==> src/rtl/bfd_pkg.sv <==
// shared types and constants of the box filter downscaler
package bfd_pkg;

	localparam int PIX_W  = 8;
	localparam int NCH    = 4;
	localparam int SUM_W  = 20;
	localparam int DIV_W  = 14;
	localparam int SCL_W  = 7;
	localparam int SRCW_W = 13;
	localparam int DIM_W  = 8;
	localparam int ROW_W  = 7;
	localparam int POS_W  = 7;
	localparam int CMP_W  = 16;
	localparam int CFG_IDX_W  = 2;
	localparam int CFG_DATA_W = 13;

	localparam logic [CFG_IDX_W-1:0] CFG_SCALE      = 2'd0;
	localparam logic [CFG_IDX_W-1:0] CFG_SRC_WIDTH  = 2'd1;
	localparam logic [CFG_IDX_W-1:0] CFG_OUT_WIDTH  = 2'd2;
	localparam logic [CFG_IDX_W-1:0] CFG_OUT_HEIGHT = 2'd3;

	typedef logic [SUM_W-1:0] sum_t;
	typedef sum_t [NCH-1:0] sum4_t;
	typedef logic [DIV_W-1:0] rem_t;
	typedef rem_t [NCH-1:0] rem4_t;

	typedef struct packed {
		logic             frame_start;
		logic [PIX_W-1:0] blue;
		logic [PIX_W-1:0] green;
		logic [PIX_W-1:0] red;
		logic [PIX_W-1:0] alpha;
	} pix_word_t;

	typedef struct packed {
		logic [POS_W-1:0] out_x;
		logic [POS_W-1:0] out_y;
		logic [PIX_W-1:0] avg_blue;
		logic [PIX_W-1:0] avg_green;
		logic [PIX_W-1:0] avg_red;
		logic [PIX_W-1:0] avg_alpha;
		logic             frame_last;
	} res_word_t;

	typedef enum logic [2:0] {
		ST_IDLE,
		ST_RESYNC,
		ST_RMW,
		ST_DIV,
		ST_OUT
	} st_t;

endpackage

==> src/rtl/bfd_div.sv <==
// four lane restoring divider, one quotient bit per cycle, shared divisor
module bfd_div (
	input  logic                        clk,
	input  logic                        arst_n,
	input  logic                        start,
	input  bfd_pkg::sum4_t              dividend,
	input  logic [bfd_pkg::DIV_W-1:0]   divisor,
	output logic                        done,
	output bfd_pkg::sum4_t              quot,
	output bfd_pkg::rem4_t              rem
);

	localparam int CNT_W = $clog2(bfd_pkg::SUM_W);

	logic                      busy_q;
	logic                      done_q;
	logic [CNT_W-1:0]          cnt_q;
	logic [bfd_pkg::DIV_W-1:0] dvs_q;
	bfd_pkg::sum4_t            quo_q;
	bfd_pkg::rem4_t            rem_q;
	bfd_pkg::sum4_t            quo_nx;
	bfd_pkg::rem4_t            rem_nx;

	// one restoring step per lane
	always_comb begin
		logic [bfd_pkg::DIV_W:0] trial;
		for (int c = 0; c < bfd_pkg::NCH; c++) begin
			trial = {rem_q[c], quo_q[c][bfd_pkg::SUM_W-1]};
			if (trial >= {1'b0, dvs_q}) begin
				rem_nx[c] = bfd_pkg::DIV_W'(trial - {1'b0, dvs_q});
				quo_nx[c] = {quo_q[c][bfd_pkg::SUM_W-2:0], 1'b1};
			end else begin
				rem_nx[c] = trial[bfd_pkg::DIV_W-1:0];
				quo_nx[c] = {quo_q[c][bfd_pkg::SUM_W-2:0], 1'b0};
			end
		end
	end

	always_ff @(posedge clk or negedge arst_n) begin
		if (!arst_n) begin
			busy_q <= 1'b0;
			done_q <= 1'b0;
			cnt_q  <= '0;
		end else if (start) begin
			busy_q <= 1'b1;
			done_q <= 1'b0;
			cnt_q  <= '0;
		end else if (busy_q) begin
			cnt_q <= cnt_q + CNT_W'(1);
			if (cnt_q == CNT_W'(bfd_pkg::SUM_W - 1)) begin
				busy_q <= 1'b0;
				done_q <= 1'b1;
			end
		end else begin
			done_q <= 1'b0;
		end
	end

	always_ff @(posedge clk) begin
		if (start) begin
			quo_q <= dividend;
			rem_q <= '0;
			dvs_q <= divisor;
		end else if (busy_q) begin
			quo_q <= quo_nx;
			rem_q <= rem_nx;
		end
	end

	assign done = done_q;
	assign quot = quo_q;
	assign rem  = rem_q;

endmodule

==> config.mk <==
export PLATFORM = sky130hd
export DESIGN_NAME = bfd_div
export DESIGN_NICKNAME = d
export VERILOG_FILES = /design/src/rtl/bfd_pkg.sv /design/src/rtl/bfd_div.sv
export SDC_FILE = /design/constraint.sdc
export NUM_CORES = 1
export LEC_CHECK = 0
export ABC_AREA = 1
export BUFFER_PORTS_ARGS = -buffer_cell sky130_fd_sc_hd__buf_4
export CORE_MARGIN = 2
export CORE_UTILIZATION = 59
export CTS_CLUSTER_SIZE = 20
export DETAILED_ROUTE_END_ITERATION = 10
export PLACE_DENSITY_LB_ADDON = 0.25
export REMOVE_ABC_BUFFERS = 1
export SETUP_SLACK_MARGIN = 0.2
export SLEW_MARGIN = 5
export SYNTH_ARGS = -nofsm -noshare
export SYNTH_HDL_FRONTEND = slang
export SYNTH_SLANG_ARGS = --single-unit
export TNS_END_PERCENT = 10
==> constraint.sdc <==
create_clock -name clk -period 3.75 [get_ports clk]
set_input_delay 0.375 -clock clk [delete_from_list [all_inputs] [get_ports clk]]
set_output_delay 0.375 -clock clk [all_outputs]
set_load 0.01 [all_outputs]
==> results of run 1 <==
layout make-up:
type                            count  area share [%]
Clock inverter                     15           1.398
Clock buffer                       17           3.371
Sequential cell                   157           32.64
Tap cell                          220           2.181
Timing Repair Buffer              240           14.40
Inverter                          157           4.680
Multi-Input combinational cell   1081           41.33
power by group through the flow:
stage	registers [µW]	logic [µW]	clock network (µW)
after floorplan	2600	2390	0
after global placement	2570	3650	0
after detailed placement	2560	3720	0
after CTS	2530	3750	1830
after global routing	2580	4230	1890
final	2540	3780	1810
worst max-delay path: stages, from the launching register on:
cell	delay (ns)
sky130_fd_sc_hd__edfxtp_1	0.38
sky130_fd_sc_hd__inv_1	0.26
sky130_fd_sc_hd__ha_1	0.35
sky130_fd_sc_hd__nand2_1	0.13
sky130_fd_sc_hd__inv_1	0.05
sky130_fd_sc_hd__a21oi_1	0.25
sky130_fd_sc_hd__nor2_1	0.08
sky130_fd_sc_hd__nor2_2	0.40
sky130_fd_sc_hd__nand2_4	0.24
sky130_fd_sc_hd__nor2_1	0.21
sky130_fd_sc_hd__o21ai_0	0.11
sequential cells by signal, indices dropped and copies added (netlist names):
name / flops
busy_q: 1
done: 1
rem: 56
dvs_q: 14
quot: 80
cnt_q: 5
kinds of logic after synthesis:
group | synth area share, %
compound gates | 4.384
buf+inv | 7.715
fa+ha+maj | 7.975
simple gates | 37.34
xor+xnor | 1.820
flops | 40.77
layout by cell type, fill, tap and decap left out, drive strengths merged, types with 3 or more instances in the layout:
cell type,n
and2,8
o21a,6
fa,4
clkbuf,17
or2,3
nand3b,7
nor2,122
dfrtp,7
xor2,7
clkinv,6
inv,163
buf,239
nand3,104
a21oi,34
xnor2,14
nor3,4
o21ai,34
ha,58
edfxtp,94
dfxtp,56
o21bai,3
nand2,646
nand4,24
worst paths after layout:
path | from | endpoint | slack, ns | cells after the start
max | dvs_q[10] | rem[3] | 1.17 | 10
min | divisor[0] | dvs_q[0] | 0.12 | 1
max reg2reg | dvs_q[10] | rem[3] | 1.17 | 10
min reg2reg | cnt_q[4] | cnt_q[4] | 0.47 | 1
max in group asynchronous | arst_n | cnt_q[0] | 3.34 | 2
min in group asynchronous | arst_n | done | 0.28 | 2
per-layer routing:
metal  GRT usage [%]  wire (µm)
met1           39.79      12060
met2           58.54      15090
met3           9.197       2637
met4           13.92       1202
met5               0          0
Yosys cell counts, types with 5 or more instances:
library cell / n / area (µm²)
sky130_fd_sc_hd__o21ai_1: 24 / 120.1
sky130_fd_sc_hd__dfxtp_1: 56 / 1121
sky130_fd_sc_hd__o21ai_0: 10 / 50.05
sky130_fd_sc_hd__clkbuf_1: 23 / 86.33
sky130_fd_sc_hd__and2_1: 8 / 50.05
sky130_fd_sc_hd__nor2_1: 121 / 454.2
sky130_fd_sc_hd__o21a_1: 6 / 45.04
sky130_fd_sc_hd__xnor2_1: 14 / 122.6
sky130_fd_sc_hd__buf_1: 5 / 18.77
sky130_fd_sc_hd__nand4_1: 24 / 150.1
sky130_fd_sc_hd__nand3b_1: 7 / 52.55
sky130_fd_sc_hd__nand2_1: 641 / 2406
sky130_fd_sc_hd__ha_1: 58 / 725.7
sky130_fd_sc_hd__inv_1: 157 / 589.3
sky130_fd_sc_hd__nand3_1: 97 / 485.5
sky130_fd_sc_hd__a21oi_1: 30 / 150.1
sky130_fd_sc_hd__dfrtp_1: 7 / 175.2
sky130_fd_sc_hd__xor2_1: 7 / 61.31
sky130_fd_sc_hd__edfxtp_1: 94 / 2823
through the flow:
stage	utilization (%)	instance area (µm²)	TNS, ns	setup slack (ns)
CTS	75.82	12620	0	1.237
floorplan	-	9913	-66.79	-0.8019
finish	75.82	12620	0	1.170
global placement	72.15	12010	0	1.337
global route	75.82	12620	0	0.9822
detailed placement	72.15	12010	0	1.287
what timing repair did:
item | 4_1_cts | 5_1_grt
hold buffers | 1 | 0
resized for setup | 0 | 0
hold endpoints to repair | 7 | 0
==> results by stage, run 1 <==
Run status:
- The run finished with clean final reports.

Power and ir drop:
- The largest voltage drop on the vdd net is roughly 0.37 mV.
- Cell internal power was estimated by the tool at roughly 4700 µW.
- The ratio of total power to cell area is 644.2 nW/µm².
- The analysis attributes to net switching a power of around 3400 µW.
- The total design power is ~8100 µW.
- The static leakage power is between 0.006 and 0.007 µW.
- The switching part of the total is a little over two fifths.
- The clock network power share is 22.3%.
- The fraction of power consumed by sequential logic is between 30% and 40%.
- The share of total power dissipated in combinational logic is between 40% and 50%.

Global routing:
- For this run the aggregate overflow at the end of global routing stands at 0.
- The number of antenna violations at the first check in global routing came to 0.
- Across every metal layer, demand over resource in global routing totals around a third.
- The maximum number of pins on one net before global-route repair is 92.
- The number of global-route vias before repair came to between 9,000 and 10,000.
- The first global-routing pass estimated 47,690 µm of wire.

Clocking:
- The number of clock sinks is between 150 and 200.
- TritonCTS built the clock tree.
- In this run, CTS created clock tree buffers numbering 17.
- The maximum root-to-sink buffer count is 2.
- In this run the clock root is driven by a sky130_fd_sc_hd__clkbuf_16.
- The register clock-pin slew on the reported worst setup and hold paths is roughly 0.07 ns.
- The H-tree was split into 4 levels.
- The number of buffers inserted by post-CTS setup repair is 0.
- The source-to-sink clock delay at the later pin of the worst-skew pair is ~0.43 ns.

Yosys:
- The count of cell types in the netlist is 35.
- In the synthesized netlist the async set-or-reset flop fraction comes to 4.459%.
- The number of synthesis warnings is 0.
- The synthesized area divided by synthesized cell count is about 7.1 µm².
- The sequential share of the synthesized area is between 40 and 50%.
- Synthesis produced a netlist whose cell count is between 1,000 and 1,500.
- In this run the cell area of the synthesized design comes to between 10,000 and 15,000 µm².
- The number of flops mapped to enable cells by yosys is 94.
- In the synthesized netlist the dominant register cell turns out to be sky130_fd_sc_hd__edfxtp_1.
- The post-synthesis sequential element count is ~160.

Die:
- The number of top-level pins is approximately 230.
- The chip height is roughly 130 µm.
- After floorplanning, the core was divided into 47 placement rows.
- The initial core utilization is about three fifths.
- From left edge to right edge, the die measures about 130 µm.
- The die covers 18,190 µm².
- The core region is approximately 17,000 µm².

Place:
- The count of input and output buffers is about 230.
- The post-placement cell count is between 1,500 and 2,000.
- The placer's final routability congestion estimate is approximately 0.95.
- Once detailed placement completed, the half-perimeter wirelength came to roughly 23,000 µm.

Worst setup path:
- STA classifies the critical path endpoint as a flip-flop.
- The kind of start point of the critical path is a flip-flop.
- The critical path in this run is classified as reg2reg.
- For the worst setup path, the data required time is just over 4 ns.
- Of all nets on the critical path, the largest fanout is 19.
- The signal arrival time at the worst endpoint is 2.89 ns.

Layout:
- The footprint of the flip-flops and latches is roughly 4100 µm².
- The area of the multi-input gates is between 5000 and 6000 µm².
- The filler cell count in the final layout is 1,281.
- The repair_antennas step left the layout with diodes totalling 0.
- After the flow finishes, the layout carries non-filler instances totaling 1,887.
- For this run, the post-layout net count is ~1,800.
- The signed area change from the synthesized netlist to the final layout is 24.89%.
- Cells with a size suffix above 1 make up between 15 and 20% of the layout.

Detailed routing:
- The via density per instance is between 5 and 6.
- In the routed design, unresolved DRC markers number 0.
- The first-pass iteration count of the detailed router is 5.
- The total number of vias is 10,070.
- The average wire per standard cell is ~16 µm.
- After detailed routing, the total wire length is 30,990 µm.
- The violation count after the first detailed-route iteration is around 640.
- The number of routed nets with antenna violations is 0.

Timing:
- The max-slew violation count came to 0.
- The minimum hold slack is approximately 0.12 ns.
- Static timing analysis puts the maximum clock frequency at around 390 MHz.
- The routed design could run at a clock period as short as roughly 2.6 ns.
- Setup repair after global routing left no endpoint under its margin.
- The number of setup violations in the final report is 0.
- Headroom to the max-slew limit came out at a little over a third.
- The final hold violation count came to 0.
- The final critical path takes up 68.80% of the cycle.
- At the pin with the least slew margin, the transition time is around 0.97 ns.
- Between clock sinks in the finished design, the worst skew comes to 0.01068 ns.

Worst hold path:
- The classification of the worst-slack hold path is in2reg.

Job:
- Max-cap violations in this run came to 0.
Note: power is estimated with default switching activity, not from simulation.
==> run 2, diff against run 1 <==
--- a/config.mk
+++ b/config.mk
@@ -8,7 +8,7 @@
 export ABC_AREA = 1
 export BUFFER_PORTS_ARGS = -buffer_cell sky130_fd_sc_hd__buf_4
 export CORE_MARGIN = 2
-export CORE_UTILIZATION = 59
+export CORE_UTILIZATION = 50
 export CTS_CLUSTER_SIZE = 20
 export DETAILED_ROUTE_END_ITERATION = 10
 export PLACE_DENSITY_LB_ADDON = 0.25
==> constraint.sdc (replaced) <==
create_clock -name clk -period 2.11 [get_ports clk]
set_input_delay 0.211 -clock clk [delete_from_list [all_inputs] [get_ports clk]]
set_output_delay 0.211 -clock clk [all_outputs]
set_load 0.01 [all_outputs]
==> results by stage, run 2 (same netlist as run 1, synthesis figures left out) <==
Run status:
- The run finished with clean final reports.

Layout:
- The top cell types in the final layout, fill and taps aside, are 584 x sky130_fd_sc_hd__nand2_1, 372 x sky130_fd_sc_hd__buf_4, 136 x sky130_fd_sc_hd__inv_1, 94 x sky130_fd_sc_hd__edfxtp_1, 85 x sky130_fd_sc_hd__nor2_1.
- The filler cell count in the final layout was 1,457 (+14%).
- The flip-flop count of the largest register, all copies and words added is 80 (unchanged).
- Relative to the synthesized area, the layout overhead comes to 50.76%.
- The final cell area excluding filler cells came to 15,230 µm² (+21%).
- The proportion of layout cells with a drive suffix above 1 is 34.81% (+17 points).
- The library cell used most frequently in the layout, excluding fill and tap cells, is sky130_fd_sc_hd__nand2_1.
- The final cell count without fillers is 2,115 (+12%).
- The number of diodes was 0 (unchanged).
- The final net count is 1,996 (+10%).

Clocking:
- The number of buffers inserted during clock tree synthesis is 17 (unchanged).
- The source-to-sink clock delay at the later pin of the worst-skew pair is 0.43 ns (about the same).
- The number of clock sinks was 157 (unchanged).
- The maximum root-to-sink buffer count is 2 (unchanged).
- The clock tree root driver cell is sky130_fd_sc_hd__clkbuf_16.
- TritonCTS built the clock tree.
- The register clock-pin slew on the reported worst setup and hold paths came to 0.08 ns (about the same).
- The deepest level of the CTS H-tree is 4 (unchanged).

Global routing:
- The overall fraction of global-route tracks in use is 31.57% (-2.3 points).
- The number of global-route vias before repair is 10,520 (+12%).
- The global-route wire length before repair is 53,460 µm (+12%).
- The maximum number of pins on one net before global-route repair was 79 (-14%).
- The total grt overflow is 0 (unchanged).
- The number of antenna violations at the first check in global routing was 0 (unchanged).

Detailed routing:
- The number of routed nets with antenna violations was 0 (unchanged).
- The count of unresolved DRC violations after routing is 0 (unchanged).
- The average wire per standard cell is 16.86 µm (+2.6%).
- The violation count after the first detailed-route iteration is 645 (+1.4%).
- The via density per instance is 5.261 (-1.4%).
- The sum of routed wire length over all layers is 35,650 µm (+15%).
- The first-pass iteration count of the detailed router is 5 (unchanged).
- The total number of vias is 11,130 (+11%).

Timing:
- The minimum clock period after layout is 2.070 ns (-0.5100 ns).
- The worst slew slack as a fraction of its limit was 38.78% (+3.6 points).
- The max-slew violation count was 0 (unchanged).
- Setup repair after global routing could not meet its margin everywhere.
- The total negative slack for setup checks came to 0 ns (unchanged).
- The number of setup violations in the final report is 0 (unchanged).
- The transition time of the tightest slew-check pin came to 0.9173 ns (-0.05570 ns).
- The clock tree skew after final layout is 0.009860 ns (-0.0008208 ns).
- The final period utilization is 98.11% (+29 points).
- The final worst setup slack is 0.03997 ns (-1.130 ns).
- The maximum clock frequency is 483.1 MHz (+25%).
- The final hold violation count is 0 (unchanged).

Worst setup path:
- The required time reported for the critical path endpoint is 2.47 ns (-1.59 ns).
- The worst setup path is launched from a flip-flop.
- The maximum fanout count along the critical path was 5 (-14).
- The signal arrival time at the worst endpoint is 2.43 ns (-0.46 ns).
- The worst setup path is of the reg2reg kind.
- STA classifies the critical path endpoint as a flip-flop.

Die:
- The die extent in x is 146.2 µm (+8.4%).
- The initial core utilization is 51.41% (-9.3 points).
- The total number of placement rows came to 51 (+8.5%).
- The total core area was 19,650 µm² (+18%).
- The chip height was 146.2 µm (+8.4%).
- The number of top-level pins is 234 (unchanged).
- The die area is 21,360 µm² (+17%).

Place:
- The count of input and output buffers is 233 (unchanged).
- The placed cell area was 13,110 µm² (+9.2%).
- The HPWL reported at the end of detailed placement is 24,900 µm (+8.3%).
- The placer's final routability congestion estimate is 0.9675 (+1.9%).
- The post-placement cell count is 2,029 (+9.4%).
- The placement-stage worst setup slack came to -0.1291 ns (-1.416 ns).

Power and ir drop:
- The largest voltage drop on the vdd net is 0.5248 mV (+42%).
- The total design power is 17,780 µW (+120%).
- The ratio of total power to cell area was 1167 nW/µm² (+81%).
- The static leakage power was 0.007817 µW (+16%).

Job:
- The count of max-cap constraint violations is 0 (unchanged).

Worst hold path:
- The classification of the worst-slack hold path is in2reg.
[run 2: cell types whose count changed in the layout (fill, tap and decap cells not counted), sizes merged]
cell	previous run	this run
bufinv	2	1
nand2	646	648
clkinv	6	4
dlygate4sd3	1	15
buf	239	400
inv	163	165
nand3	104	109
clkbuf	17	19
[run 2: worst max-delay path: stages (launching register included)]
cell	delay (ns)
sky130_fd_sc_hd__edfxtp_1	0.42
sky130_fd_sc_hd__inv_4	0.13
sky130_fd_sc_hd__buf_12	0.11
sky130_fd_sc_hd__ha_4	0.20
sky130_fd_sc_hd__nand2_2	0.07
sky130_fd_sc_hd__nand2_1	0.05
sky130_fd_sc_hd__nand2_1	0.08
sky130_fd_sc_hd__nand2_2	0.08
sky130_fd_sc_hd__a21oi_4	0.26
sky130_fd_sc_hd__nand3_4	0.21
sky130_fd_sc_hd__buf_4	0.19
sky130_fd_sc_hd__nand2_1	0.05
sky130_fd_sc_hd__nand2_1	0.05
sky130_fd_sc_hd__o21ai_1	0.12
[run 2: stage by stage]
step | hold slack (ns) | utilization (%)
detailed placement | 0.03360 | 66.72
global route | 0.03465 | 77.50
CTS | 0.02564 | 73.74
finish | 0.04158 | 77.50
floorplan | -0.08459 | -
global placement | 0.03066 | 66.72
[run 2: layout make-up]
| type | instances | area (µm²) | share of cell area [%] |
|---|---|---|---|
| well taps | 265 | 331.6 | 2.177 |
| clock inverters | 14 | 172.7 | 1.134 |
| inverters | 157 | 600.6 | 3.943 |
| clock buffers | 18 | 429.2 | 2.817 |
| multi-input cells | 1088 | 6220 | 40.83 |
| flip-flops and latches | 157 | 4121 | 27.06 |
| repair buffers | 416 | 3357 | 22.04 |
[run 2: routing by layer]
| layer | part of all wire [%] | up-vias | GRT usage (%) |
|---|---|---|---|
| li1 | - | 5389 | - |
| met5 | 0 | - | 0 |
| met1 | 38 | 5120 | 37.76 |
| met2 | 49 | 516 | 54.81 |
| met3 | 8.9 | 102 | 7.563 |
| met4 | 4.1 | 0 | 12.67 |
[run 2: path summary, 6_finish.rpt]
path | startpoint | cells after the start | end | slack, ns
setup reg to reg | dvs_q[8] | 13 | rem[15] | 0.04
min in group asynchronous | arst_n | 2 | done | 0.15
hold / removal | dividend[1] | 3 | quot[1] | 0.04
setup / recovery | dvs_q[8] | 13 | rem[15] | 0.04
max in group asynchronous | arst_n | 2 | cnt_q[1] | 1.84
hold reg to reg | cnt_q[4] | 1 | cnt_q[4] | 0.47
[run 2: where the power goes]
part / internal [µW] / total, µW / switching, µW
Clock: 1710 / 3220 / 1510
Combinational: 4710 / 9910 / 5200
Sequential: 3870 / 4650 / 777
[run 2: timing repair]
item	in CTS	in global routing
buffers inserted	12	18
pin swaps	20	71
gates resized for setup	99	156
endpoints found under the setup margin	60	60
hold endpoints to repair	21	0
hold buffers	15	0
cloned	8	1
